### config.mk
export PLATFORM = sky130hd
export DESIGN_NAME = pru_recon
export DESIGN_NICKNAME = d
export VERILOG_FILES = /design/src/rtl/png_row_unfilter_unit_defines.svh /design/src/rtl/pru_pkg.sv /design/src/rtl/pru_recon.sv
export SDC_FILE = /design/constraint.sdc
export NUM_CORES = 1
export LEC_CHECK = 0
export ABC_AREA = 1
export BUFFER_PORTS_ARGS = -buffer_cell sky130_fd_sc_hd__buf_2
export CAP_MARGIN = 20
export CORE_ASPECT_RATIO = 1.25
export CORE_UTILIZATION = 55
export DETAILED_ROUTE_END_ITERATION = 10
export PLACE_DENSITY = 0.76
export SYNTH_ARGS = -nofsm -noshare
export SYNTH_HDL_FRONTEND = slang
export SYNTH_SLANG_ARGS = --single-unit
### constraint.sdc
create_clock -name vclk -period 6.83
set_input_delay 0.683 -clock vclk [all_inputs]
set_output_delay 0.683 -clock vclk [all_outputs]
set_load 0.02 [all_outputs]
### src/rtl/png_row_unfilter_unit_defines.svh
// ---------------------------------------------------------------------------
// PNG row unfilter - assertion macros
// Shared concurrent assertion forms; expect clk and rst_n in scope.
// ---------------------------------------------------------------------------
`ifndef PNG_ROW_UNFILTER_UNIT_DEFINES_SVH
`define PNG_ROW_UNFILTER_UNIT_DEFINES_SVH

// Check the consequent in the same cycle as the antecedent
`define PRU_ASSERT_NOW(lbl, ante, cons, msg) \
  lbl: assert property (@(posedge clk) disable iff (!rst_n) (ante) |-> (cons)) \
    else $error(msg);

// Check the consequent in the cycle after the antecedent
`define PRU_ASSERT_NEXT(lbl, ante, cons, msg) \
  lbl: assert property (@(posedge clk) disable iff (!rst_n) (ante) |=> (cons)) \
    else $error(msg);

`endif

### src/rtl/pru_pkg.sv
// ---------------------------------------------------------------------------
// PNG row unfilter - package
// Geometry constants, register indexes, filter codes and shared structs.
// ---------------------------------------------------------------------------
`default_nettype none

package pru_pkg;

  // Geometry limits
  localparam int MAX_WIDTH = 4096;
  localparam int ROW_BYTES = 16384;
  localparam int COL_W     = $clog2(ROW_BYTES);
  localparam int ROWB_W    = COL_W + 1;

  // Register and port widths
  localparam int IMG_W_W   = 13;
  localparam int IMG_H_W   = 16;
  localparam int MODE_W    = 2;
  localparam int DATA_W    = 32;
  localparam int PADDR_W   = 4;
  localparam int REG_IDX_W = 2;
  localparam int BYTE_W    = 8;

  // Register indexes (byte address / 4)
  typedef enum logic [REG_IDX_W-1:0] {
    REG_IMAGE_WIDTH  = 2'd0,
    REG_IMAGE_HEIGHT = 2'd1,
    REG_COLOR_MODE   = 2'd2
  } reg_idx_t;

  // Colour modes
  localparam logic [MODE_W-1:0] MODE_PALETTE = 2'd0;
  localparam logic [MODE_W-1:0] MODE_RGB     = 2'd1;
  localparam logic [MODE_W-1:0] MODE_RGBA    = 2'd2;

  // Byte lane of the window that sits one pixel back
  localparam logic [1:0] LANE_STRIDE1 = 2'd0;
  localparam logic [1:0] LANE_STRIDE3 = 2'd2;
  localparam logic [1:0] LANE_STRIDE4 = 2'd3;

  // Row filter types
  localparam logic [BYTE_W-1:0] FILT_NONE  = 8'd0;
  localparam logic [BYTE_W-1:0] FILT_SUB   = 8'd1;
  localparam logic [BYTE_W-1:0] FILT_UP    = 8'd2;
  localparam logic [BYTE_W-1:0] FILT_AVG   = 8'd3;
  localparam logic [BYTE_W-1:0] FILT_PAETH = 8'd4;

  localparam logic [BYTE_W-1:0] ALPHA_FILL = 8'hFF;

  typedef struct packed {
    logic [IMG_W_W-1:0] image_width;
    logic [IMG_H_W-1:0] image_height;
    logic [MODE_W-1:0]  color_mode;
  } cfg_t;

  // One reconstructed byte plus its alpha flag and row markers
  typedef struct packed {
    logic [BYTE_W-1:0] data;
    logic              has_alpha;
    logic              row_done;
    logic              image_done;
  } res_t;

endpackage

`default_nettype wire

### src/rtl/pru_recon.sv
// ---------------------------------------------------------------------------
// PNG row unfilter - byte reconstruction
// Applies the row filter to one sample from its left, upper, upper-left bytes.
// ---------------------------------------------------------------------------
`default_nettype none

module pru_recon (
  input  logic [pru_pkg::BYTE_W-1:0] filt,
  input  logic [pru_pkg::BYTE_W-1:0] x,
  input  logic [pru_pkg::BYTE_W-1:0] a,
  input  logic [pru_pkg::BYTE_W-1:0] b,
  input  logic [pru_pkg::BYTE_W-1:0] c,
  output logic [pru_pkg::BYTE_W-1:0] r
);
  import pru_pkg::*;

  logic [BYTE_W:0]        avg_sum;
  logic signed [BYTE_W+1:0] d_a;
  logic signed [BYTE_W+1:0] d_b;
  logic signed [BYTE_W+1:0] d_c;
  logic [BYTE_W:0]        pa;
  logic [BYTE_W:0]        pb;
  logic [BYTE_W:0]        pc;
  logic [BYTE_W-1:0]      pred;

  assign avg_sum = {1'b0, a} + {1'b0, b};

  // Paeth distances: |b-c|, |a-c|, |a+b-2c|
  assign d_a = $signed({2'b00, b}) - $signed({2'b00, c});
  assign d_b = $signed({2'b00, a}) - $signed({2'b00, c});
  assign d_c = $signed({2'b00, a}) + $signed({2'b00, b}) - $signed({1'b0, c, 1'b0});
  assign pa  = d_a[BYTE_W+1] ? (BYTE_W+1)'(-d_a) : (BYTE_W+1)'(d_a);
  assign pb  = d_b[BYTE_W+1] ? (BYTE_W+1)'(-d_b) : (BYTE_W+1)'(d_b);
  assign pc  = d_c[BYTE_W+1] ? (BYTE_W+1)'(-d_c) : (BYTE_W+1)'(d_c);

  // Pick the nearest neighbour, a first, then b
  always_comb begin
    if (pa <= pb && pa <= pc) begin
      pred = a;
    end else if (pb <= pc) begin
      pred = b;
    end else begin
      pred = c;
    end
  end

  always_comb begin
    case (filt)
      FILT_NONE:  r = x;
      FILT_SUB:   r = x + a;
      FILT_UP:    r = x + b;
      FILT_AVG:   r = x + avg_sum[BYTE_W:1];
      FILT_PAETH: r = x + pred;
      default:    r = '0;
    endcase
  end

endmodule

`default_nettype wire

======== After elaboration in Yosys (flattened, before gate mapping) ========
Index checks and enable logic that the tools add are counted.
cells by class
  add/subtract/negate cells ............... 12
  multipliers ............................. 0
  divide/modulo/power cells ............... 0
  $lt $le $gt $ge ......................... 3
  equal/unequal tests ..................... 4
  shift operators ......................... 0
  mux-type cells .......................... 6
  bitwise gates (word level) .............. 0
  reductions and logical operators ........ 2
operators by type and width
  operator              number
  $pmux W8 S5           1
  $add A8 B8 Y8         4
  $le A9 B9 Y1          3
  $mux W9               3
  $neg A9 Y9            3
  $add A8 B8 Y9         2
  $sub A8 B8 Y9         2
  $eq A8 B2 Y1 const B  2
  $mux W8               2
  $sub A9 B9 Y10        1
  $eq A8 B1 Y1 const B  1
  $eq A8 B3 Y1 const B  1
  $logic_not A8 Y1      1
  $logic_and A1 B1 Y1   1
word-level totals
  register bits ........................... 0
  latch bits .............................. 0
  RAM bits ................................ 0
  ROM bits ................................ 0
  bits of input ports ..................... 40
  output and inout bits ................... 8
  word-level logic and storage cells ...... 27
  memories kept ........................... 0

======== Longest topological paths before layout ========
Gate-level depths: netlist of the first run.
  word-level depth ........................ 9
  mapped depth ............................ 44

======== Least setup slack after synthesis of the first run ========
OpenSTA, ideal clock, no wires.
  kind .................................... in2out
  start ................................... in a[2] (netlist name)
  end ..................................... out r[7] (netlist name)
  arrival time ............................ 5.739 ns
  slack ................................... 0.408 ns
  stages .................................. 38
  path through ............................ inv_1 -> fa_1 -> inv_1 -> ha_1 -> a21oi_1 -> nand2_1 -> nand2_2 -> nand2_2 -> a21boi_4 -> inv_1 -> nor2_1 -> xnor2_1 -> inv_1 -> ha_1 -> nand2_1 -> or4_1 -> nand2_1 -> inv_1 -> [... 2 more ...] -> nand3_2 -> nand2_2 -> buf_6 -> o211ai_1 -> a21oi_2 -> ha_1 -> inv_1 -> o21bai_1 -> a21oi_1 -> o21ai_0 -> and2_1 -> nor2_1 -> o21bai_1 -> xor2_1 -> inv_1 -> nand3_1 -> nand3_1 -> nand2_1
on the way
  longest elaborated chain between the ends .. 9
  elaborated cells on any way between the ends .. 18
  those cells by class .................... add/sub (9); order compare (3); mux (5); reduce/logical (1)
RTL lines
  what                                            line                              RTL
  from (decl)                                     pru_recon.sv:10                   input logic [pru_pkg::BYTE_W-1:0] a,
  $add A8 B8 Y9                                   pru_recon.sv:26, pru_recon.sv:31
  $sub A9 B9 Y10                                  pru_recon.sv:31                   assign d_c = $signed({2'b00, a}) + $signed({2'b00, b}) - $signed({1'b0, c, 1'b0});
  $neg A9 Y9                                      pru_recon.sv:34                   assign pc = d_c[BYTE_W+1] ? (BYTE_W+1)'(-d_c) : (BYTE_W+1)'(d_c);
  $mux W9                                         pru_recon.sv:34
  $le A9 B9 Y1, on equally long branches          pru_recon.sv:40, pru_recon.sv:38
  $mux W8 or $logic_and A1 B1 Y1 (tied branches)  pru_recon.sv:40, pru_recon.sv:38
  $mux W8                                         pru_recon.sv:38                   if (pa <= pb && pa <= pc) begin
  $add A8 B8 Y8                                   pru_recon.sv:53                   FILT_PAETH: r = x + pred;
  $pmux W8 S5 *                                   pru_recon.sv:48                   case (filt)
  to (decl)                                       pru_recon.sv:13                   output logic [pru_pkg::BYTE_W-1:0] r
Mark *: on every way between the ends. The rest lies on a longest branch, timed or not.

======== Worst setup path in the final report of the first run ========
  start ................................... in b[2] (netlist name)
  end ..................................... out r[7] (netlist name)
on the way
  longest elaborated chain between the ends .. 9
  elaborated cells on any way between the ends .. 18
  those cells by class .................... add/sub (9); order compare (3); mux (5); reduce/logical (1)
RTL lines
  what                                            line                              RTL
  from (decl)                                     pru_recon.sv:11                   input logic [pru_pkg::BYTE_W-1:0] b,
  $add A8 B8 Y9                                   pru_recon.sv:26, pru_recon.sv:31
  $sub A9 B9 Y10                                  pru_recon.sv:31
  $neg A9 Y9                                      pru_recon.sv:34
  $mux W9                                         pru_recon.sv:34
  $le A9 B9 Y1, on equally long branches          pru_recon.sv:40, pru_recon.sv:38
  $mux W8 or $logic_and A1 B1 Y1 (tied branches)  pru_recon.sv:40, pru_recon.sv:38
  $mux W8                                         pru_recon.sv:38
  $add A8 B8 Y8                                   pru_recon.sv:53
  $pmux W8 S5 *                                   pru_recon.sv:48
Marked as above.

==> results of run 1 <==
critical path, delay by kind of cell:
| kind | cells | cell delay (ns) |
|---|---|---|
| adder cells (fa/ha/maj) | 4 | 1.40 |
| AO/OA/AOI/OAI | 8 | 1.27 |
| XOR/XNOR | 2 | 0.39 |
| buffers and inverters | 8 | 0.63 |
| AND/OR/NAND/NOR | 15 | 1.73 |
layer usage:
metal  wire length [um]  vias to the layer above  GRT usage, %
li1                   -                     2270             -
met2               6070                      151          61.4
met1               4540                     2056          33.0
met5                  0                        -             0
met4                352                        0          8.97
met3                433                       33          1.16
power by group through the flow:
stage | combinational [uW] | sequential, uW | clock (uW)
floorplan | 604 | 0 | 0
global placement | 759 | 0 | 0
detailed placement | 782 | 0 | 0
CTS | 793 | 0 | 0
global route | 1050 | 0 | 0
finish | 939 | 0 | 0
stage by stage:
step / TNS, ns / instance area, sq um
2_1_floorplan: 0 / 3800
3_3_place_gp: 0 / 4320
3_5_place_dp: -0.0834 / 4320
4_1_cts: 0 / 4330
5_1_grt: -0.340 / 4690
6_report: 0 / 4690
cells by family (layout without fill, tap and decap cells):
kind of cell,count (synthesis),in the layout,synth area share (%)
and+or+nand+nor,310,310,36.1
AOI/OAI and AO/OA,97,97,17.7
adders and majority gates,75,75,26.8
xor gates and xnor gates,20,20,4.60
buffers and inverters,143,229,14.8
worst max path at each step:
stage,cells after the start,endpoint,slack (ns)
6_report,37,r[7],0.05
5_1_grt,39,r[7],-0.27
4_1_cts,40,r[7],0.01
3_5_place_dp,40,r[7],-0.08
3_3_place_gp,40,r[7],0.03
2_1_floorplan,38,r[7],0.41
placed cells by master (no fill, tap or decap), types with 10 or more instances in the layout:
cell and count:
ha_1 58, nand2_1 154, o21ai_0 10, inv_2 16
nand2_2 26, inv_1 121, a21oi_1 31, nand3_1 46
buf_2 41, nor2_1 42, buf_4 40
cell type report:
cell class,count,area [sq um],share of cell area (%)
multi-input cells,502,3450,73.6
inverters,140,531,11.3
repair buffers,89,599,12.8
well taps,87,109,2.32
Yosys cell counts (6+ instances only):
cell type    n  area share (%)
o211ai_2     6             2.0
nand2_1    169              17
a21oi_2      6             1.4
nor2_1      45             4.4
a21oi_1     34             4.5
xnor2_1      9             2.1
xor2_1      11             2.5
ha_1        64              21
o211ai_1     9             1.8
nand3_1     49             6.4
fa_1        11             5.8
nand4_1      8             1.3
nand2_2     12             2.0
inv_1      138              14
o21ai_0     16             2.1
timing repair:
action	4_1_cts	5_1_grt
pin swaps	1	47
resized for setup	3	81
buffers inserted	0	14
setup endpoints to repair	1	4
==> flow_summary.yaml, run 1 <==
critical_path:
  required_ns: 6.15
  path_max_fanout: 6
  slowest_delay_ns: 0.54
  crit_type: "input pin to output port"
  crit_slowest_cell: "fa_1"
  cp.arrival_ns: 6.10
  cp-startpoint: "b[2]"
  startpoint_type: "input pin"
  crit_path_end_kind: "output port"
  critPathMostFrequentCell: "nand2_2"
sta:
  fin_crit_ns: 6.78
  slew_headroom_pct: 68.2
  drv_slew: 0
  rsz0062_at_grt: "true"
  fin_hold_ws_ns: 1.69
  tightest_slew_ns: 0.472
  fmax_ghz: 0.147
  finalCritPeriodShare_pct: 99.3
  worst_slack_ns: 0.0490
  setup-violations-final: 0
  final_hold_viol_count: 0
pwr:
  p_sw_share_pct: 57.7
  ir_worst_vdd_uv: 137
  power_density_nw_per_um2: 200
  cellInternalPower_uw: 397
  seq_power_share_pct: 0
  p_comb_share_pct: 100.0
  power_uw: 939
  leakagePower_uw: 0.00270
  p_sw_uw: 542
  power_frac_clock_pct: 0
layout:
  clockBufferCount: 0
  area_growth_pct: 23.3
  register_area_sq_um: 0
  nets: 848
  utilization_pct: 71.0
  stdcell_count: 818
  drive_above_1_share_pct: 25.6
  num-fill-cells: 593
  antenna_cells: 0
  n_sequential_cell: 0
place:
  place_hpwl_um: 9510
  port_buffers: 48
  dp_slack_ns: -0.0834
  gp_congestion: 0.927
  dp.cells: 804
worst_hold_path:
  hold_depth: 4
  holdPathEnd: "r[7]"
  hold_class: "input pin to output port"
  hold_start: "x[7]"
grt:
  grt_use_total_pct: 30.0
  gr-total-overflow: 0
  first_global_vias: 4073
  grt_max_degree: 12
  grt_pass1_wl_um: 17600
  antenna_found_initial: 0
drt:
  drt_iter0_markers: 242
  drt-pass1-iter-count: 5
  vias_per_cell: 5.51
  wl_um: 11400
  vias: 4510
  ant_nets: 0
  avgRoutedWirePerCell_um: 13.9
  drc: 0
status:
  status: "complete, no violations"
yosys:
  yosysWarnings: 0
  syn_area_sq_um: 3800
  yosysSeqAreaShare_pct: 0
  syn_nets: 760
  synth_cell_types: 47
  syn_inst: 645
  syn_area_per_cell_sq_um: 5.90
floorplan:
  row_count: 33
  io_pins: 48
  core_sq_um: 6610
  die_w_um: 76.4
  die_h_um: 95.0
  initial_core_util_pct: 57.6
  die-area_sq_um: 7260
flow_run:
  maxCapViolations: 0
clocking:
  hold_buffers: 0
(Power assumes the default switching activity.)
==> run 2, diff against run 1 <==
--- a/config.mk
+++ b/config.mk
@@ -8,10 +8,12 @@
 export ABC_AREA = 1
 export BUFFER_PORTS_ARGS = -buffer_cell sky130_fd_sc_hd__buf_2
 export CAP_MARGIN = 20
+export CELL_PAD_IN_SITES_DETAIL_PLACEMENT = 0
+export CELL_PAD_IN_SITES_GLOBAL_PLACEMENT = 1
 export CORE_ASPECT_RATIO = 1.25
-export CORE_UTILIZATION = 55
+export CORE_UTILIZATION = 43
 export DETAILED_ROUTE_END_ITERATION = 10
-export PLACE_DENSITY = 0.76
+export PLACE_DENSITY_LB_ADDON = 0.1
 export SYNTH_ARGS = -nofsm -noshare
 export SYNTH_HDL_FRONTEND = slang
 export SYNTH_SLANG_ARGS = --single-unit
==> constraint.sdc (replaced) <==
create_clock -name vclk -period 6.83
set_input_delay 0.683 -clock vclk [all_inputs]
set_output_delay 0.683 -clock vclk [all_outputs]
set_load 0.05 [all_outputs]
==> flow_summary.yaml, run 2 (same netlist as run 1, synthesis figures left out) <==
floorplan:
  row_count: 38
  die-area_sq_um: 9230
  initial_core_util_pct: 44.0
  die_w_um: 86.1
  io_pins: 48
  core_sq_um: 8650
  die_h_um: 107
layout:
  antenna_cells: 0
  layout_commonest_cell: "nand2_1"
  layout_common_cells: "nand2_1 (149), inv_1 (123), buf_4 (72)"
  design_area_sq_um: 5110
  multiInputGateArea_sq_um: 3550
  nets: 885
  num-fill-cells: 918
  drive_above_1_share_pct: 31.0
  area_growth_pct: 34.4
  n_sequential_cell: 0
  clockBufferCount: 0
  register_area_sq_um: 0
place:
  dp_slack_ns: -0.221
  gp_congestion: 0.900
  place_hpwl_um: 10500
  port_buffers: 48
  placed_cell_area_sq_um: 4650
pwr:
  leakagePower_uw: 0.00291
  power_uw: 1060
  power_density_nw_per_um2: 208
  ir_worst_vdd_uv: 127
grt:
  grt_max_degree: 12
  grt_use_total_pct: 26.7
  first_global_vias: 4341
  gr-total-overflow: 0
  antenna_found_initial: 0
  grt_pass1_wl_um: 19700
sta:
  fmax_ghz: 0.147
  rsz0062_at_grt: "true"
  worst_slack_ns: 0.0252
  drv_slew: 0
  tightest_slew_ns: 0.494
  fin_hold_ws_ns: 1.73
  final_hold_viol_count: 0
  slew_headroom_pct: 66.7
  fin_crit_ns: 6.80
  finalCritPeriodShare_pct: 99.6
  setup-violations-final: 0
drt:
  avgRoutedWirePerCell_um: 13.5
  vias: 4480
  drc: 0
  drt_iter0_markers: 153
  wl_um: 12000
  ant_nets: 0
  vias_per_cell: 5.05
  drt-pass1-iter-count: 5
critical_path:
  slowest_delay_ns: 0.57
  path_max_fanout: 8
  startpoint_type: "input pin"
  crit_path_end_kind: "output port"
  crit_type: "input pin to output port"
  cp.arrival_ns: 6.12
  critPathMostFrequentCell: "nand2_2"
  crit_slowest_cell: "fa_1"
  required_ns: 6.15
flow_run:
  maxCapViolations: 0
status:
  status: "complete, no violations"
worst_hold_path:
  hold_class: "input pin to output port"
## run 2: changes by cell type in the layout (fill, tap and decap cells not counted), moves of 3 or more
cell     change
buf_6        +6
nor2_2       +3
ha_1         -3
nand2_1      -5
nand2_4      +3
nor2_1       -3
buf_4       +32
## run 2: routing by layer
metal | GRT usage, % | share of wire [%] | vias to the layer above
li1 | - | - | 2344
met4 | 6.55 | 3.0 | 0
met2 | 52.0 | 53 | 93
met5 | 0 | 0 | -
met3 | 0.693 | 3.3 | 21
met1 | 31.6 | 41 | 2022
## run 2: cell type report
| class | instances | share of cell area (%) |
|---|---|---|
| repair buffers | 126 | 17.4 |
| multi-input cells | 502 | 69.4 |
| well taps | 120 | 2.94 |
| inverters | 140 | 10.3 |
## run 2: worst max-delay path: cells and delay by family
| family | cells | cell delay [ns] |
|---|---|---|
| adder cells (fa/ha/maj) | 4 | 1.30 |
| AO/OA/AOI/OAI | 8 | 1.03 |
| XOR/XNOR | 2 | 0.34 |
| buffers and inverters | 11 | 1.07 |
| AND/OR/NAND/NOR | 16 | 1.68 |
## run 2: repair_timing
item | 4_1_cts | 5_1_grt
setup buffers | 1 | 12
endpoints found under the setup margin | 2 | 4
hold buffers | 0 | 0
hold endpoints to repair | 0 | 0
gates resized for setup | 9 | 92
pin swaps | 4 | 50
## run 2: through the flow
stage	util [%]	cells	setup TNS, ns
final	59.1	888	0
after CTS	54.1	876	-0.0211
after detailed placement	53.8	875	-0.367
after global placement	53.8	875	-0.166
after floorplan	-	645	0
after global routing	59.1	888	-0.744
## run 2: report_power, final
group | total, uW | internal, uW | switching (uW)
registers | 0 | 0 | 0
clock network | 0 | 0 | 0
logic | 1060 | 489 | 574
total | 1060 | 489 | 574
## run 2: worst paths after layout
path / slack [ns] / from / end / cells after the start
min: 1.73 / x[5] / r[5] / 4
max: 0.03 / a[5] / r[7] / 41
==> run 3, diff against run 2 <==
--- a/config.mk
+++ b/config.mk
@@ -10,7 +10,6 @@
 export CAP_MARGIN = 20
 export CELL_PAD_IN_SITES_DETAIL_PLACEMENT = 0
 export CELL_PAD_IN_SITES_GLOBAL_PLACEMENT = 1
-export CORE_ASPECT_RATIO = 1.25
 export CORE_UTILIZATION = 43
 export DETAILED_ROUTE_END_ITERATION = 10
 export PLACE_DENSITY_LB_ADDON = 0.1
==> flow_summary.yaml, run 3 (same netlist as run 1, synthesis figures left out) <==
status:
  status: "complete, but fails checks"
  violations: "negative setup slack"
place:
  dp.cells: 854
  place_hpwl_um: 10300
  port_buffers: 48
  gp_congestion: 0.910
  placed_cell_area_sq_um: 4600
  dp_slack_ns: -0.334
sta:
  setup-violations-final: 1
  worst_slack_ns: -0.0187
  finalCritPeriodShare_pct: 100
  drv_slew: 0
  tightest_slew_ns: 0.472
  slew_headroom_pct: 68.4
  final_hold_viol_count: 0
  rsz0062_at_grt: "true"
  fin_crit_ns: 6.85
  fmax_ghz: 0.146
  tns_ns: -0.0187
critical_path:
  crit_type: "input pin to output port"
  startpoint_type: "input pin"
  path_max_fanout: 6
  crit_slowest_cell: "fa_2"
  required_ns: 6.15
  slowest_delay_ns: 0.61
  cp.arrival_ns: 6.17
  crit_path_end_kind: "output port"
  critPathMostFrequentCell: "nand2_1"
grt:
  antenna_found_initial: 0
  first_global_vias: 4237
  grt_pass1_wl_um: 19500
  gr-total-overflow: 0
  grt_use_total_pct: 26.9
  grt_max_degree: 12
worst_hold_path:
  hold_depth: 4
  holdPathEnd: "r[7]"
  hold_start: "x[7]"
  hold_class: "input pin to output port"
layout:
  layout_commonest_cell: "nand2_1"
  clockBufferCount: 0
  area_growth_pct: 34.4
  n_sequential_cell: 0
  stdcell_count: 878
  register_area_sq_um: 0
  layout_common_cells: "nand2_1 (159), inv_1 (127), buf_4 (78)"
  nets: 890
  design_area_sq_um: 5110
  drive_above_1_share_pct: 29.4
  antenna_cells: 0
floorplan:
  die_h_um: 96.1
  die_w_um: 96.1
  row_count: 33
  io_pins: 48
  initial_core_util_pct: 45.4
  die-area_sq_um: 9230
  core_sq_um: 8380
drt:
  drt-pass1-iter-count: 4
  wl_um: 12200
  drc: 0
  ant_nets: 0
  avgRoutedWirePerCell_um: 13.9
  vias: 4488
  vias_per_cell: 5.11
  drt_iter0_markers: 150
pwr:
  cellInternalPower_uw: 485
  p_sw_uw: 577
  seq_power_share_pct: 0
  leakagePower_uw: 0.00294
  p_sw_share_pct: 54.3
  power_frac_clock_pct: 0
  ir_worst_vdd_uv: 174
  p_comb_share_pct: 100.0
  power_density_nw_per_um2: 208
clocking:
  hold_buffers: 0
flow_run:
  maxCapViolations: 0
[run 3: routing by layer]
| layer | GRT usage (%) | vias to the layer above | share of wire, % |
|---|---|---|---|
| met5 | 0 | - | 0 |
| met4 | 6.84 | 0 | 2.4 |
| met3 | 0.790 | 20 | 2.9 |
| met2 | 50.6 | 78 | 49 |
| met1 | 33.4 | 2043 | 46 |
| li1 | - | 2347 | - |
[run 3: what timing repair did]
| action | in CTS | in global routing |
|---|---|---|
| setup endpoints to repair | 2 | 4 |
| pin swaps | 47 | 44 |
| resized for setup | 42 | 44 |
| buffers inserted | 21 | 4 |
[run 3: worst max-delay path: cells and delay by family]
kind                     cells  cell delay (ns)
adder cells (fa/ha/maj)      4             1.41
buffers and inverters       10             0.74
AND/OR/NAND/NOR             17             1.88
AO/OA/AOI/OAI                8             1.08
XOR/XNOR                     2             0.33
[run 3: power groups by stage]
stage	registers (uW)	clock network (uW)	logic (uW)
after CTS	0	0	983
after global routing	0	0	1180
after detailed placement	0	0	869
after floorplan	0	0	606
after global placement	0	0	850
final	0	0	1060
[run 3: how the worst max path moves through the flow]
stage	start	cells after the start	end	slack (ns)
3_5_place_dp	a[2]	40	r[7]	-0.33
2_1_floorplan	a[2]	32	r[2]	0.12
4_1_cts	a[1]	39	r[7]	0.00003
3_3_place_gp	a[2]	40	r[7]	-0.1
6_report	a[2]	41	r[7]	-0.02
5_1_grt	a[2]	41	r[7]	-0.35
[run 3: final cells by class]
cell class	count	area, sq um
multi-input cells	502	3510
repair buffers	131	938
well taps	105	131
inverters	140	528
fillers	816	3270
[run 3: metrics by stage]
stage,hold WS (ns),power [uW],util (%)
4_1_cts,1.73,983,58.9
6_report,1.73,1060,61.0
3_5_place_dp,1.78,869,54.9
5_1_grt,1.76,1180,61.0
3_3_place_gp,1.77,850,54.9
2_1_floorplan,1.62,606,-
